===== config.mk =====
export PLATFORM = sky130hd
export DESIGN_NAME = polyline_length_splitter_top_flat
export DESIGN_NICKNAME = d
export VERILOG_FILES = /design/src/design/pls_pkg.sv /design/src/design/pls_vtx_if.sv /design/src/design/pls_pt_if.sv /design/src/design/polyline_length_splitter_top.sv /design/src/flat_wrapper.sv
export VERILOG_INCLUDE_DIRS = /design/src /design/src/design
export SDC_FILE = /design/constraint.sdc
export NUM_CORES = 2
export LEC_CHECK = 0
export BUFFER_PORTS_ARGS = -buffer_cell sky130_fd_sc_hd__buf_4
export CAP_MARGIN = 20
export CORE_MARGIN = 1
export CORE_UTILIZATION = 60
export CTS_CLUSTER_SIZE = 25
export DETAILED_ROUTE_END_ITERATION = 10
export GPL_TIMING_DRIVEN = 0
export PLACE_DENSITY_LB_ADDON = 0.1
export SLEW_MARGIN = 20
export SYNTH_ARGS = -nofsm -noshare
export SYNTH_HDL_FRONTEND = slang
export SYNTH_SLANG_ARGS = --single-unit

===== constraint.sdc =====
create_clock -name clk -period 12.4 [get_ports clk]
set_input_delay 2.48 -clock clk [delete_from_list [all_inputs] [get_ports clk]]
set_output_delay 2.48 -clock clk [all_outputs]
set_load 0.02 [all_outputs]

===== src/design/polyline_length_splitter_top_defines.svh =====
// Assertion macros for the polyline length splitter.
// Used by the top level; needs clk and rst_n in the including scope.
`ifndef POLYLINE_LENGTH_SPLITTER_TOP_DEFINES_SVH
`define POLYLINE_LENGTH_SPLITTER_TOP_DEFINES_SVH
`ifndef SYNTHESIS
// Assert an implication property on the block clock.
`define PLS_ASSERT(lbl, prop, msg) \
    lbl: assert property (@(posedge clk) disable iff (!rst_n) (prop)) else $error(msg);
// Assert that a condition never holds.
`define PLS_NEVER(lbl, cond, msg) \
    lbl: assert property (@(posedge clk) disable iff (!rst_n) !(cond)) else $error(msg);
`else
`define PLS_ASSERT(lbl, prop, msg)
`define PLS_NEVER(lbl, cond, msg)
`endif
`endif


===== src/design/pls_pkg.sv =====
// Package for the polyline length splitter: constants, register map, state type.
// No dependencies.
package pls_pkg;
    localparam int PLS_COORD_WIDTH = 32;
    localparam int PLS_FRAC_BITS   = 16;
    localparam int PLS_MAX_SPLITS  = 31;
    localparam int PLS_CFG_WIDTH   = 32;
    localparam logic [PLS_CFG_WIDTH-1:0] PLS_SPLIT_RESET = 32'd100000;
    // register index of split_length
    localparam logic PLS_REG_SPLIT_LENGTH = 1'b0;

    typedef enum logic [4:0] {
        S_IDLE, S_SQX_LD, S_SQX, S_SQY_LD, S_SQY, S_SQRT_LD, S_SQRT, S_ROUND,
        S_SUM, S_CNT, S_CUT, S_IM_LD, S_IM, S_ID_LD, S_ID, S_IQ, S_CHK,
        S_CUTEND, S_TAIL, S_APP, S_FIN
    } pls_state_t;
endpackage


===== src/design/pls_vtx_if.sv =====
// Vertex input channel: valid/ready handshake with x, y and first_point.
// Depends on nothing.
interface pls_vtx_if #(parameter int CW = 32);
    logic                 valid;
    logic                 ready;
    logic signed [CW-1:0] x;
    logic signed [CW-1:0] y;
    logic                 first_point;
    modport source (output valid, x, y, first_point, input ready);
    modport sink   (input valid, x, y, first_point, output ready);
endinterface


===== src/design/pls_pt_if.sv =====
// Point output channel: valid/ready handshake with the emitted point and flags.
// Depends on nothing.
interface pls_pt_if #(parameter int CW = 32);
    logic                 valid;
    logic                 ready;
    logic signed [CW-1:0] out_x;
    logic signed [CW-1:0] out_y;
    logic                 piece_start;
    logic                 last_of_run;
    logic                 overflow;
    modport source (output valid, out_x, out_y, piece_start, last_of_run, overflow,
                    input ready);
    modport sink   (input valid, out_x, out_y, piece_start, last_of_run, overflow,
                    output ready);
endinterface


===== src/design/polyline_length_splitter_top.sv =====
// Polyline length splitter: takes one vertex per beat and emits points that cut each
// line into pieces no longer than split_length. A vertex with no cut needs two
// shift-add multiplies and a square root; each cut adds two multiplies and two
// divides, and a trailing distance another two multiplies and a square root. A vertex
// is capped at MAX_SPLITS cuts (31 at defaults). Output back-pressure can stall it
// further. All of it runs on one shift-add multiplier, one digit-by-digit square root
// and one restoring divider under the sequencer; the input is ready only while idle,
// so a new vertex is not taken before the last one is through. A first vertex of a
// line is taken without leaving idle and produces no beat.
// Depends on pls_pkg, pls_vtx_if, pls_pt_if and polyline_length_splitter_top_defines.svh.
`include "polyline_length_splitter_top_defines.svh"
module polyline_length_splitter_top #(
    parameter int COORD_WIDTH = pls_pkg::PLS_COORD_WIDTH,
    parameter int FRAC_BITS   = pls_pkg::PLS_FRAC_BITS,
    parameter int MAX_SPLITS  = pls_pkg::PLS_MAX_SPLITS
) (
    input  logic        clk,
    input  logic        rst_n,
    pls_vtx_if.sink     vtx_in,
    pls_pt_if.source    pt_out,
    input  logic        psel,
    input  logic        penable,
    input  logic        pwrite,
    input  logic [2:0]  paddr,
    input  logic [pls_pkg::PLS_CFG_WIDTH-1:0] pwdata,
    output logic [pls_pkg::PLS_CFG_WIDTH-1:0] prdata,
    output logic        pready
);
    import pls_pkg::*;

    localparam int CW   = COORD_WIDTH;
    localparam int FB   = FRAC_BITS;
    localparam int DMW  = CW + 1;
    localparam int DW   = CW + FB + 2;
    localparam int RW   = DW;
    localparam int VPW  = 2 * RW;
    localparam int LW   = PLS_CFG_WIDTH + FB;
    localparam int RUNW = (DW > LW) ? DW : LW;
    localparam int SUMW = RUNW + 1;
    localparam int AW   = SUMW + 1;
    localparam int CNTW = $clog2(MAX_SPLITS + 2);
    localparam int MAW  = DMW + DW;
    localparam int QW   = CW + 2;
    localparam int XW   = DW + CW + 3;
    localparam int ITW  = $clog2(RW + 1);
    localparam logic [CNTW-1:0] MS_C = CNTW'(MAX_SPLITS);

    pls_state_t state_reg, state_next;

    // configuration
    logic [PLS_CFG_WIDTH-1:0] split_reg;
    logic cfg_wr;
    assign pready = 1'b1;
    assign cfg_wr = psel && penable && pwrite && (paddr[2] == PLS_REG_SPLIT_LENGTH);
    assign prdata = (paddr[2] == PLS_REG_SPLIT_LENGTH) ? split_reg : '0;

    always_ff @(posedge clk or negedge rst_n)
    begin
        if (!rst_n)
            split_reg <= PLS_SPLIT_RESET;
        else if (cfg_wr)
            split_reg <= (pwdata == '0) ? PLS_CFG_WIDTH'(1) : pwdata;
    end

    logic [LW-1:0] lf;
    assign lf = {split_reg, {FB{1'b0}}};

    // datapath registers
    logic signed [CW-1:0] prev_x_reg, prev_y_reg, cur_x_reg, cur_y_reg;
    logic signed [CW-1:0] held_x_reg, held_y_reg, ix_reg, iy_reg, app_x_reg, app_y_reg;
    logic signed [CW-1:0] prev_x_next, prev_y_next, cur_x_next, cur_y_next;
    logic signed [CW-1:0] held_x_next, held_y_next, ix_next, iy_next, app_x_next, app_y_next;
    logic held_valid_reg, held_valid_next, line_active_reg, line_active_next;
    logic dist_sel_reg, dist_sel_next, axis_reg, axis_next, app_ret_reg, app_ret_next;
    logic ovf_reg, ovf_next;
    logic [RUNW-1:0] run_reg, run_next;
    logic [DW-1:0]   delta_reg, delta_next;
    logic [SUMW-1:0] sum_reg, sum_next, m_reg, m_next;
    logic [AW-1:0]   acc_reg, acc_next;
    logic [CNTW-1:0] cuts_reg, cuts_next, j_reg, j_next;
    logic [ITW-1:0]  it_reg, it_next;
    logic [MAW-1:0]  mc_reg, mc_next, macc_reg, macc_next;
    logic [DMW-1:0]  mp_reg, mp_next;
    logic [VPW-1:0]  v_reg, v_next;
    logic [RW+1:0]   srem_reg, srem_next;
    logic [RW-1:0]   root_reg, root_next;
    logic [XW-1:0]   drem_reg, drem_next, dsh_reg, dsh_next;
    logic [QW-1:0]   q_reg, q_next;
    // pending point and output register
    logic signed [CW-1:0] pend_x_reg, pend_y_reg, pend_x_next, pend_y_next;
    logic pend_valid_reg, pend_valid_next, pend_start_reg, pend_start_next;
    logic pend_ovf_reg, pend_ovf_next;
    logic signed [CW-1:0] ox_reg, oy_reg, ox_next, oy_next;
    logic ov_reg, ov_next, ostart_reg, ostart_next, olast_reg, olast_next;
    logic oovf_reg, oovf_next;

    // shared combinational helpers
    logic in_fire, slot_free, app_go, new_line, cnt_go, sum_gt, pt_eq;
    logic signed [CW:0] diff_x, diff_y, diff_a;
    logic [DMW-1:0] mag_x, mag_y;
    logic [DW-1:0] num, root_rnd;
    logic [SUMW-1:0] sum_w;
    logic [RW+3:0] remsh, trial;
    logic sq_ge, dv_ge;
    logic signed [CW+1:0] ipt;
    logic signed [CW-1:0] prev_a;

    assign in_fire   = vtx_in.valid && vtx_in.ready;
    assign slot_free = !ov_reg || pt_out.ready;
    assign app_go    = !pend_valid_reg || slot_free;
    assign new_line  = vtx_in.first_point || !line_active_reg;
    assign cnt_go    = (cuts_reg <= MS_C) && (acc_reg <= AW'(sum_reg));
    assign sum_w     = SUMW'(run_reg) + SUMW'(delta_reg);
    assign sum_gt    = sum_w > SUMW'(lf);
    assign pt_eq     = (ix_reg == cur_x_reg) && (iy_reg == cur_y_reg);

    assign diff_x = {cur_x_reg[CW-1], cur_x_reg}
                  - (dist_sel_reg ? {ix_reg[CW-1], ix_reg} : {prev_x_reg[CW-1], prev_x_reg});
    assign diff_y = {cur_y_reg[CW-1], cur_y_reg}
                  - (dist_sel_reg ? {iy_reg[CW-1], iy_reg} : {prev_y_reg[CW-1], prev_y_reg});
    assign mag_x  = diff_x[CW] ? DMW'(-diff_x) : DMW'(diff_x);
    assign mag_y  = diff_y[CW] ? DMW'(-diff_y) : DMW'(diff_y);
    assign diff_a = axis_reg ? diff_y : diff_x;
    assign prev_a = axis_reg ? prev_y_reg : prev_x_reg;
    // the quotient never exceeds the axis magnitude, so its top bit is always clear
    assign ipt    = diff_a[CW]
                  ? ({{2{prev_a[CW-1]}}, prev_a} - $signed({1'b0, q_reg[QW-2:0]}))
                  : ({{2{prev_a[CW-1]}}, prev_a} + $signed({1'b0, q_reg[QW-2:0]}));

    assign num      = DW'(m_reg - SUMW'(run_reg));
    assign remsh    = {srem_reg, v_reg[VPW-1:VPW-2]};
    assign trial    = {2'b00, root_reg, 2'b01};
    assign sq_ge    = remsh >= trial;
    assign dv_ge    = dsh_reg <= drem_reg;
    assign root_rnd = root_reg + DW'(srem_reg > (RW+2)'(root_reg));

    assign vtx_in.ready       = (state_reg == S_IDLE);
    assign pt_out.valid       = ov_reg;
    assign pt_out.out_x       = ox_reg;
    assign pt_out.out_y       = oy_reg;
    assign pt_out.piece_start = ostart_reg;
    assign pt_out.last_of_run = olast_reg;
    assign pt_out.overflow    = oovf_reg;

    // next state
    always_comb
    begin
        state_next = state_reg;
        unique case (state_reg)
            S_IDLE:    if (in_fire && !new_line) state_next = S_SQX_LD;
            S_SQX_LD:  state_next = S_SQX;
            S_SQX:     if (it_reg == '0) state_next = S_SQY_LD;
            S_SQY_LD:  state_next = S_SQY;
            S_SQY:     if (it_reg == '0) state_next = S_SQRT_LD;
            S_SQRT_LD: state_next = S_SQRT;
            S_SQRT:    if (it_reg == '0) state_next = S_ROUND;
            S_ROUND:   state_next = dist_sel_reg ? S_APP : S_SUM;
            S_SUM:     state_next = sum_gt ? S_CNT : S_APP;
            S_CNT:     if (!cnt_go) state_next = S_CUT;
            S_CUT:     state_next = S_IM_LD;
            S_IM_LD:   state_next = S_IM;
            S_IM:      if (it_reg == '0) state_next = S_ID_LD;
            S_ID_LD:   state_next = S_ID;
            S_ID:      if (it_reg == '0) state_next = S_IQ;
            S_IQ:      state_next = axis_reg ? S_CHK : S_IM_LD;
            S_CHK:     state_next = (num != '0) ? S_APP : S_CUTEND;
            S_CUTEND:  state_next = (j_reg < cuts_reg) ? S_CUT : S_TAIL;
            S_TAIL:    state_next = pt_eq ? S_FIN : S_SQX_LD;
            S_APP:     if (app_go && !held_valid_reg)
                           state_next = app_ret_reg ? S_FIN : S_CUTEND;
            S_FIN:     if (app_go) state_next = S_IDLE;
            default:   state_next = S_IDLE;
        endcase
    end

    // datapath and output next values
    always_comb
    begin
        prev_x_next = prev_x_reg;   prev_y_next = prev_y_reg;
        cur_x_next = cur_x_reg;     cur_y_next = cur_y_reg;
        held_x_next = held_x_reg;   held_y_next = held_y_reg;
        ix_next = ix_reg;           iy_next = iy_reg;
        app_x_next = app_x_reg;     app_y_next = app_y_reg;
        held_valid_next = held_valid_reg;
        line_active_next = line_active_reg;
        dist_sel_next = dist_sel_reg;
        axis_next = axis_reg;
        app_ret_next = app_ret_reg;
        ovf_next = ovf_reg;
        run_next = run_reg;         delta_next = delta_reg;
        sum_next = sum_reg;         m_next = m_reg;
        acc_next = acc_reg;         cuts_next = cuts_reg;
        j_next = j_reg;             it_next = it_reg;
        mc_next = mc_reg;           macc_next = macc_reg;  mp_next = mp_reg;
        v_next = v_reg;             srem_next = srem_reg;  root_next = root_reg;
        drem_next = drem_reg;       dsh_next = dsh_reg;    q_next = q_reg;
        pend_x_next = pend_x_reg;   pend_y_next = pend_y_reg;
        pend_valid_next = pend_valid_reg;
        pend_start_next = pend_start_reg;
        pend_ovf_next = pend_ovf_reg;
        ox_next = ox_reg;           oy_next = oy_reg;
        ostart_next = ostart_reg;   olast_next = olast_reg;  oovf_next = oovf_reg;
        // drop the output beat once taken
        ov_next = ov_reg && !pt_out.ready;

        unique case (state_reg) inside
            S_IDLE:
            begin
                if (in_fire)
                begin
                    cur_x_next = vtx_in.x;
                    cur_y_next = vtx_in.y;
                    ovf_next = 1'b0;
                    dist_sel_next = 1'b0;
                    if (new_line)
                    begin
                        line_active_next = 1'b1;
                        prev_x_next = vtx_in.x;
                        prev_y_next = vtx_in.y;
                        run_next = '0;
                        held_x_next = vtx_in.x;
                        held_y_next = vtx_in.y;
                        held_valid_next = 1'b1;
                    end
                end
            end
            S_SQX_LD, S_SQY_LD:
            begin
                mc_next = MAW'((state_reg == S_SQX_LD) ? mag_x : mag_y);
                mp_next = (state_reg == S_SQX_LD) ? mag_x : mag_y;
                if (state_reg == S_SQX_LD)
                    macc_next = '0;
                it_next = ITW'(DMW - 1);
            end
            S_SQX, S_SQY, S_IM:
            begin
                // shift-add multiply step
                if (mp_reg[0])
                    macc_next = macc_reg + mc_reg;
                mc_next = {mc_reg[MAW-2:0], 1'b0};
                mp_next = {1'b0, mp_reg[DMW-1:1]};
                it_next = it_reg - 1'b1;
            end
            S_SQRT_LD:
            begin
                v_next = VPW'(macc_reg) << (2 * FB);
                srem_next = '0;
                root_next = '0;
                it_next = ITW'(RW - 1);
            end
            S_SQRT:
            begin
                // one root digit per cycle
                srem_next = sq_ge ? (RW+2)'(remsh - trial) : (RW+2)'(remsh);
                root_next = {root_reg[RW-2:0], sq_ge};
                v_next = {v_reg[VPW-3:0], 2'b00};
                it_next = it_reg - 1'b1;
            end
            S_ROUND:
            begin
                if (!dist_sel_reg)
                    delta_next = root_rnd;
                else
                begin
                    run_next = (RUNW'(root_rnd) > RUNW'(lf)) ? RUNW'(lf) : RUNW'(root_rnd);
                    app_x_next = cur_x_reg;
                    app_y_next = cur_y_reg;
                    app_ret_next = 1'b1;
                end
            end
            S_SUM:
            begin
                sum_next = sum_w;
                acc_next = AW'(lf);
                cuts_next = '0;
                // no cut: carry the run length and append the vertex
                if (!sum_gt)
                begin
                    run_next = RUNW'(sum_w);
                    app_x_next = cur_x_reg;
                    app_y_next = cur_y_reg;
                    app_ret_next = 1'b1;
                end
            end
            S_CNT:
            begin
                if (cnt_go)
                begin
                    cuts_next = cuts_reg + 1'b1;
                    acc_next = acc_reg + AW'(lf);
                end
                else if (cuts_reg > MS_C)
                begin
                    cuts_next = MS_C;
                    ovf_next = 1'b1;
                end
                m_next = '0;
                j_next = '0;
            end
            S_CUT:
            begin
                m_next = m_reg + SUMW'(lf);
                j_next = j_reg + 1'b1;
                axis_next = 1'b0;
            end
            S_IM_LD:
            begin
                mc_next = MAW'(num);
                mp_next = axis_reg ? mag_y : mag_x;
                macc_next = '0;
                it_next = ITW'(DMW - 1);
            end
            S_ID_LD:
            begin
                drem_next = XW'({macc_reg, 1'b0}) + XW'(delta_reg);
                dsh_next = XW'(delta_reg) << QW;
                q_next = '0;
                it_next = ITW'(QW - 1);
            end
            S_ID:
            begin
                // restoring divide step
                if (dv_ge)
                    drem_next = drem_reg - dsh_reg;
                q_next = {q_reg[QW-2:0], dv_ge};
                dsh_next = {1'b0, dsh_reg[XW-1:1]};
                it_next = it_reg - 1'b1;
            end
            S_IQ:
            begin
                if (axis_reg)
                    iy_next = CW'(ipt);
                else
                    ix_next = CW'(ipt);
                axis_next = 1'b1;
            end
            S_CHK:
            begin
                app_x_next = ix_reg;
                app_y_next = iy_reg;
                app_ret_next = 1'b0;
            end
            S_CUTEND:
            begin
                held_x_next = ix_reg;
                held_y_next = iy_reg;
                held_valid_next = 1'b1;
            end
            S_TAIL:
            begin
                if (pt_eq)
                    run_next = '0;
                else
                    dist_sel_next = 1'b1;
            end
            S_APP:
            begin
                // push held start first, then the point itself
                if (app_go)
                begin
                    if (pend_valid_reg)
                    begin
                        ov_next = 1'b1;
                        ox_next = pend_x_reg;
                        oy_next = pend_y_reg;
                        ostart_next = pend_start_reg;
                        olast_next = 1'b0;
                        oovf_next = pend_ovf_reg;
                    end
                    pend_valid_next = 1'b1;
                    pend_ovf_next = ovf_reg;
                    pend_start_next = held_valid_reg;
                    pend_x_next = held_valid_reg ? held_x_reg : app_x_reg;
                    pend_y_next = held_valid_reg ? held_y_reg : app_y_reg;
                    held_valid_next = 1'b0;
                end
            end
            S_FIN:
            begin
                prev_x_next = cur_x_reg;
                prev_y_next = cur_y_reg;
                if (pend_valid_reg && slot_free)
                begin
                    ov_next = 1'b1;
                    ox_next = pend_x_reg;
                    oy_next = pend_y_reg;
                    ostart_next = pend_start_reg;
                    olast_next = 1'b1;
                    oovf_next = pend_ovf_reg;
                    pend_valid_next = 1'b0;
                end
            end
            default: ;
        endcase
    end

    // control registers
    always_ff @(posedge clk or negedge rst_n)
    begin
        if (!rst_n)
        begin
            state_reg       <= S_IDLE;
            held_valid_reg  <= 1'b0;
            line_active_reg <= 1'b0;
            pend_valid_reg  <= 1'b0;
            ov_reg          <= 1'b0;
            prev_x_reg      <= '0;
            prev_y_reg      <= '0;
            held_x_reg      <= '0;
            held_y_reg      <= '0;
            run_reg         <= '0;
            cuts_reg        <= '0;
            j_reg           <= '0;
            it_reg          <= '0;
            dist_sel_reg    <= 1'b0;
            axis_reg        <= 1'b0;
            app_ret_reg     <= 1'b0;
            ovf_reg         <= 1'b0;
        end
        else
        begin
            state_reg       <= state_next;
            held_valid_reg  <= held_valid_next;
            line_active_reg <= line_active_next;
            pend_valid_reg  <= pend_valid_next;
            ov_reg          <= ov_next;
            prev_x_reg      <= prev_x_next;
            prev_y_reg      <= prev_y_next;
            held_x_reg      <= held_x_next;
            held_y_reg      <= held_y_next;
            run_reg         <= run_next;
            cuts_reg        <= cuts_next;
            j_reg           <= j_next;
            it_reg          <= it_next;
            dist_sel_reg    <= dist_sel_next;
            axis_reg        <= axis_next;
            app_ret_reg     <= app_ret_next;
            ovf_reg         <= ovf_next;
        end
    end

    // payload registers
    always_ff @(posedge clk)
    begin
        cur_x_reg <= cur_x_next;   cur_y_reg <= cur_y_next;
        ix_reg <= ix_next;         iy_reg <= iy_next;
        app_x_reg <= app_x_next;   app_y_reg <= app_y_next;
        delta_reg <= delta_next;   sum_reg <= sum_next;
        m_reg <= m_next;           acc_reg <= acc_next;
        mc_reg <= mc_next;         macc_reg <= macc_next;  mp_reg <= mp_next;
        v_reg <= v_next;           srem_reg <= srem_next;  root_reg <= root_next;
        drem_reg <= drem_next;     dsh_reg <= dsh_next;    q_reg <= q_next;
        pend_x_reg <= pend_x_next; pend_y_reg <= pend_y_next;
        pend_start_reg <= pend_start_next;
        pend_ovf_reg <= pend_ovf_next;
        ox_reg <= ox_next;         oy_reg <= oy_next;
        ostart_reg <= ostart_next; olast_reg <= olast_next;  oovf_reg <= oovf_next;
    end

    // checks on the sequencer
    `PLS_NEVER(a_idle_pend, (state_reg == S_IDLE) && pend_valid_reg, "pending point in idle")
    `PLS_ASSERT(a_cut_cap, (state_reg != S_CNT) |-> (cuts_reg <= MS_C), "cut count above cap")
    `PLS_ASSERT(a_cut_hold, (state_reg == S_CUTEND) |=> held_valid_reg, "cut point not held")
endmodule

===== src/flat_wrapper.sv =====
// flat-port wrapper written by rule: the top's interface ports become plain ports
module polyline_length_splitter_top_flat import pls_pkg::*;
#(
    parameter int COORD_WIDTH = pls_pkg::PLS_COORD_WIDTH,
    parameter int FRAC_BITS   = pls_pkg::PLS_FRAC_BITS,
    parameter int MAX_SPLITS  = pls_pkg::PLS_MAX_SPLITS
)
  (clk, rst_n, psel, penable, pwrite, paddr, pwdata, prdata, pready, vtx_in_valid, vtx_in_x, vtx_in_y, vtx_in_first_point, vtx_in_ready, pt_out_valid, pt_out_out_x, pt_out_out_y, pt_out_piece_start, pt_out_last_of_run, pt_out_overflow, pt_out_ready);
  pls_vtx_if vtx_in_i ();
  pls_pt_if pt_out_i ();
  input  logic clk;
  input  logic rst_n;
  input  logic psel;
  input  logic penable;
  input  logic pwrite;
  input  logic [2:0] paddr;
  input  logic [pls_pkg::PLS_CFG_WIDTH-1:0] pwdata;
  output logic [pls_pkg::PLS_CFG_WIDTH-1:0] prdata;
  output logic pready;
  input wire logic [$bits(vtx_in_i.valid)-1:0] vtx_in_valid;
  input wire logic [$bits(vtx_in_i.x)-1:0] vtx_in_x;
  input wire logic [$bits(vtx_in_i.y)-1:0] vtx_in_y;
  input wire logic [$bits(vtx_in_i.first_point)-1:0] vtx_in_first_point;
  output wire logic [$bits(vtx_in_i.ready)-1:0] vtx_in_ready;
  output wire logic [$bits(pt_out_i.valid)-1:0] pt_out_valid;
  output wire logic [$bits(pt_out_i.out_x)-1:0] pt_out_out_x;
  output wire logic [$bits(pt_out_i.out_y)-1:0] pt_out_out_y;
  output wire logic [$bits(pt_out_i.piece_start)-1:0] pt_out_piece_start;
  output wire logic [$bits(pt_out_i.last_of_run)-1:0] pt_out_last_of_run;
  output wire logic [$bits(pt_out_i.overflow)-1:0] pt_out_overflow;
  input wire logic [$bits(pt_out_i.ready)-1:0] pt_out_ready;
  assign vtx_in_i.valid = vtx_in_valid;
  assign vtx_in_i.x = vtx_in_x;
  assign vtx_in_i.y = vtx_in_y;
  assign vtx_in_i.first_point = vtx_in_first_point;
  assign vtx_in_ready = vtx_in_i.ready;
  assign pt_out_valid = pt_out_i.valid;
  assign pt_out_out_x = pt_out_i.out_x;
  assign pt_out_out_y = pt_out_i.out_y;
  assign pt_out_piece_start = pt_out_i.piece_start;
  assign pt_out_last_of_run = pt_out_i.last_of_run;
  assign pt_out_overflow = pt_out_i.overflow;
  assign pt_out_i.ready = pt_out_ready;
  polyline_length_splitter_top #(.COORD_WIDTH(COORD_WIDTH), .FRAC_BITS(FRAC_BITS), .MAX_SPLITS(MAX_SPLITS)) u_core (.clk(clk), .rst_n(rst_n), .vtx_in(vtx_in_i), .pt_out(pt_out_i), .psel(psel), .penable(penable), .pwrite(pwrite), .paddr(paddr), .pwdata(pwdata), .prdata(prdata), .pready(pready));
endmodule

# Word-level counts from Yosys, hierarchy flattened
# Index checks and enable logic that the tools add are counted.
[word_totals] regBits=1373 input_bits=107
[classes] n_addsub=18 magnitude_cmp=9 n_eq_ne=46 muxes=114 n_bitwise=3 n_reduce_logical=62
[ops] cell="two-way mux 32 bit" n=20
[ops] cell="one-hot mux 83 bit (3 select lines)" n=2
[ops] cell="one-hot mux 32 bit (2 select lines)" n=7
[ops] cell="one-hot mux 85 bit (2 select lines)" n=2
[ops] cell="two-way mux 50 bit" n=6
[ops] cell="two-way mux 33 bit" n=8
[ops] cell="one-hot mux 52 bit (2 select lines)" n=2
[ops] cell="one-hot mux 100 bit (2 select lines)" n=1
[ops] cell="one-hot mux 50 bit (4 select lines)" n=1
[ops] cell="one-hot mux 32 bit (3 select lines)" n=2
[ops] cell="two-way mux 83 bit" n=2
[ops] cell="one-hot mux 5 bit (21 select lines)" n=1
[ops] cell="two-way mux 52 bit" n=2
[ops] cell="one-hot mux 51 bit (2 select lines)" n=1
[ops] cell="one-hot mux 50 bit (2 select lines)" n=1
[ops] cell="one-hot mux 33 bit (3 select lines)" n=1
[ops] cell="adder 84 x 50 -> 85 bit" n=1
[ops] cell="less-or-equal comparator 85 bit" n=1
[ops] cell="two-way mux 85 bit" n=1
[ops] cell="subtractor 85 bit" n=1
[ops] cell="adder 83 bit" n=1
[ops] cell="two-way mux 5 bit" n=14
[ops] cell="negator 33 bit" n=2
[ops] cell="subtractor 33 bit" n=2
[ops] cell="other kinds (54)" n=170

# Logic depth before layout (Yosys ltp)
[depth] ltp_word=6 depth_mapped=39 mapped_depth_nobuf=36

# Worst setup path after synthesis
# No wires, ideal clock.
[synth_timing] path_type="flip-flop to flip-flop" start="reg u_core.state_reg[1]" end="reg u_core.root_reg[0], enable pin" arrival_time_ns=8.257 t_required_ns=11.698 path_slack_ns=3.441 stages_incl_launch_ff=7 n_path_buf=2 synth_period_minus_slack_ns=8.959 cell_sequence="dfrtp_1 > clkbuf_1 > inv_1 > nor2_1 > clkbuf_1 > nor2_1 > nor2_1"
[synth_via] elab_chain_len=2 elab_cells_between_ends=3 classes_between="2 x eq/ne; 1 x reduce/logical"
[synth_lines] item="start: declaration" line_no="polyline_length_splitter_top.sv:48" source="pls_state_t state_reg, state_next;"
[synth_lines] item="start signal: assignment" line_no="polyline_length_splitter_top.sv:422" source="state_reg <= state_next;"
[synth_lines] item="equality test 5 x 3 -> 1 bit (no source line)"
[synth_lines] item="nonzero test 2 bit (no source line) *"
[synth_lines] item="end signal: assignment" line_no="polyline_length_splitter_top.sv:451" source="v_reg <= v_next; srem_reg <= srem_next; root_reg <= root_next;"
[synth_lines] item="end: declaration" line_no="polyline_length_splitter_top.sv:86" source="logic [RW-1:0] root_reg, root_next;"
# Mark *: on every way between the ends. The rest lies on a longest branch, timed or not.
# A chain may end at the register's enable or synchronous reset.

# Worst setup path in the final report
[layout_timing] start="reg u_core.dist_sel_reg" end="reg u_core.ix_reg[31] (data pin)"
[layout_via] elab_chain_len=4 elab_cells_between_ends=6 classes_between="2 x add/sub; 4 x mux"
[layout_lines] item="start: declaration" line_no="polyline_length_splitter_top.sv:74" source="logic dist_sel_reg, dist_sel_next, axis_reg, axis_next, app_ret_reg, app_ret_next;"
[layout_lines] item="start signal: assignment" line_no="polyline_length_splitter_top.sv:435" source="dist_sel_reg <= dist_sel_next;"
[layout_lines] item="two-way mux 33 bit (on tied branches)" line_no="polyline_length_splitter_top.sv:118, polyline_length_splitter_top.sv:120"
[layout_lines] item="subtractor 33 bit (on tied branches)" line_no="polyline_length_splitter_top.sv:118, polyline_length_splitter_top.sv:120"
[layout_lines] item="two-way mux 33 bit *" line_no="polyline_length_splitter_top.sv:123" source="assign diff_a = axis_reg ? diff_y : diff_x;"
[layout_lines] item="two-way mux 32 bit *" line_no="polyline_length_splitter_top.sv:127" source="? ({{2{prev_a[CW-1]}}, prev_a} - $signed({1'b0, q_reg[QW-2:0]}))"
[layout_lines] item="via u_core.ipt[31]" line_no="polyline_length_splitter_top.sv:105" source="logic signed [CW+1:0] ipt;"
[layout_lines] item="end signal: assignment" line_no="polyline_length_splitter_top.sv:446" source="ix_reg <= ix_next; iy_reg <= iy_next;"
[layout_lines] item="end: declaration" line_no="polyline_length_splitter_top.sv:70" source="logic signed [CW-1:0] held_x_reg, held_y_reg, ix_reg, iy_reg, app_x_reg, app_y_reg;"
# Mark *: on every way through the listed nets, which the timed path passes. The rest lies on a longest branch.

==> summary.md <==
| Metric | Value |
|---|---|
| Status | `finished, final reports clean` |
| Worst rel slew slack | `0.1623` |
| Fill count | `approximately 12000` |
| Multi-input gate area | `around 0.047 mm2` |
| # H-tree levels | `4` |
| Final Core Density | `0.6731` |
| Antenna viol nets, final | `0` |
| Post-CTS setup repair buffer count | `0` |
| Crit Path Category | `reg2reg` |
| Core area | `roughly 0.15 mm2` |
| I/O Pins | `209` |
| Worst path slowest cell | `clkbuf_1` |
| CP delay by family, top | `compound AO/OA/AOI/OAI gates` |
| Clk_lat worst skew | `0.80 ns` |
| Setup violators final | `0` |
| Clock sink count | `about 1300` |
| Drt drc | `0` |
| TNS Setup | `0 ns` |
| Total grt overflow | `0` |
| Crit Path Max Fanout | `10` |
| Post_cts resized | `0` |
| DR vias/cell | `6.567` |
| Netlist cell types | `approximately 110` |
| HPWL Detailed | `around 250 mm` |
| Tot GR Track Use | `0.4113` |
| Crit path capture type | `flop` |
| Fmax achieved | `88.21 MHz` |
| Die area | `0.1481 mm2` |
| Synth area leader | `edfxtp_1` |
| Worst endpoint required time | `~13 ns` |
| Routed wire per std cell | `26.98 um` |
| Synthesized instance count | `~9100` |
| Largest register FFs | `85` |
| Prevailing post-synth register cell | `edfxtp_1` |
| Register area | `0.03805 mm2` |
| Syn_area_per_cell | `9.717 um2` |
| Vias after detailed routing | `75580` |
| Sequential area share after synthesis | `0.4326` |
| Slew @ Worst Pin | `1.257 ns` |
| LEAKAGE | `between 30 and 40 nW` |
| Clock Path Buffers | `3` |
| CTS tree | `yes` |
| Final Cycle Share | `0.9142` |
| Die X | `between 300 and 400 um` |
| VDD IR max | `0.1450 mV` |
| Final hold violations | `0` |
| Cell repeated most along the worst path | `clkbuf_1` |
| Synth Cell Area | `0.08795 mm2` |
| Hold Path Class | `reg2reg` |
| Hold_buf cts | `0` |
| Share of the synthesized area in the top cell type | `0.3640` |
| Pre-antenna DRT Iters | `8` |
| Initial DRC count | `just under 9000` |
| Antenna violations before repair | `21` |
| WL final | `310.5 mm` |
| Quantity of I/O buffers inserted on ports | `205` |
| Max cap viols | `0` |
| Yosys Warn Count | `0` |
| Syn nets | `~9800` |
| Clk_skew | `roughly 0.026 ns` |
| RSZ-0062 raised after global routing | `no` |
| Fin crit period | `11.34 ns` |
| Pin count of the biggest net entering global routing | `93` |
| Root Driver | `clkbuf_16` |
| Critical path's largest stage delay | `0.77 ns` |
| Fraction of registers with async set/reset | `0.1844` |
| Worst setup margin | `1.064 ns` |
| Post-synth EDFFs | `1066` |
| Layout cell share with drive strength beyond 1 | `0.08922` |
| Arrival time at the worst endpoint | `11.85 ns` |
| Fin nets | `10200` |
| Worst slack, placed | `1.351 ns` |
| Slew Viols, Final | `0` |
| Setup crit start kind | `flop` |
| Worst path bufs/invs | `7` |
| Row count | `between 100 and 150` |
| Clk slew on worst S/H paths | `0.06 ns` |
| Routability cong. | `1.042` |
| Syn-to-layout area delta | `11.41%` |
| Yosys reg bits | `1307` |
| PD cells | `about 100 mW/mm2` |
| Inserted Clock Buffers | `149` |
| Fin area | `0.09798 mm2` |
| First-pass GRT wire length | `between 400 and 500 mm` |
| Die Y | `384.9 um` |
| Starting Density | `0.6042` |
| Vias in the first global route | `70950` |
| DP Area | `0.09316 mm2` |
| Synth top area cells | `edfxtp_1, ha_1, dfrtp_1` |
## placed cells by master, fill, tap and decap left out, types with 105 or more instances in the layout
master	n
edfxtp_1	1066
nor3_1	144
mux2_2	231
nor2_1	796
nand3_1	173
ha_1	625
o21ai_0	487
clkbuf_1	322
and3_1	105
a21o_1	318
xnor2_1	398
a21oi_1	735
nand4_1	125
buf_4	210
a31oi_1	152
clkbuf_16	151
mux2i_1	183
xor2_1	288
dfrtp_1	235
nand2_1	984
inv_1	428
## layer usage
metal | wire length, um | part of all wire | GRT usage | vias to the layer above
met5 | 121 | 0.00039 | 0 | -
met4 | 20740 | 0.067 | 0.2368 | 20
met3 | 34830 | 0.11 | 0.1082 | 815
met2 | 132300 | 0.43 | 0.6115 | 4192
met1 | 122600 | 0.39 | 0.5421 | 36490
li1 | - | - | - | 34060
## Yosys cell counts (152+ instances only)
cell,count
nor2_1,803
mux2i_1,184
a21o_1,319
edfxtp_1,1066
a21oi_1,737
clkbuf_1,297
o21ai_0,490
nand2_1,984
dfrtp_1,235
nand3_1,173
a31oi_1,152
xor2_1,288
mux2_2,231
ha_1,625
xnor2_1,398
inv_1,430
## power breakdown
group          total (W)  switching (W)  internal, W  leakage, nW
clock network    0.00442        0.00193      0.00249         2.34
registers        0.00483       0.000101      0.00473         12.5
logic           0.000653       0.000378     0.000275         25.1
## kinds of logic after synthesis
kind of cell	Yosys count	share of synthesized area
simple gates	2829	0.1489
compound gates	2384	0.1723
flops	1307	0.4326
buf+inv	780	0.03404
xor+xnor	686	0.06832
fa+ha+maj	634	0.09096
mux	430	0.05287
other cells	1	0.00004264
## path summary, 6_finish.rpt
check	from	end	slack [ns]	depth (start not counted)
max	u_core.dist_sel_reg	u_core.ix_reg[31]	1.06	34
min	u_core.pend_y_reg[10]	u_core.pt_out.out_y[10]	0.41	0
max reg2reg	u_core.dist_sel_reg	u_core.ix_reg[31]	1.06	34
min reg2reg	u_core.pend_y_reg[10]	u_core.pt_out.out_y[10]	0.41	0
max in group asynchronous	rst_n	u_core.held_y_reg[9]	9.31	3
min in group asynchronous	rst_n	u_core.run_reg[39]	1.67	1
## cell type report
type	instances	area share
multi-input combinational	6964	0.4802
sequential	1307	0.3883
clock buffer	198	0.04139
timing repair buffer	256	0.02696
tap	1917	0.02448
inverter	431	0.01654
buffer	349	0.01424
clock inverter	78	0.007636
antenna	10	0.0002554
## through the flow
step / hold slack [ns] / instances / power [W]
6_report: 0.4135 / 11510 / 0.009902
3_5_place_dp: 0.4045 / 11220 / 0.005547
3_3_place_gp: 0.4024 / 11170 / 0.005524
4_1_cts: 0.4121 / 11500 / 0.009889
2_1_floorplan: 0.4003 / 9051 / 0.005292
5_1_grt: 0.4231 / 11500 / 0.01013
Power figures use the tool's default switching activity.
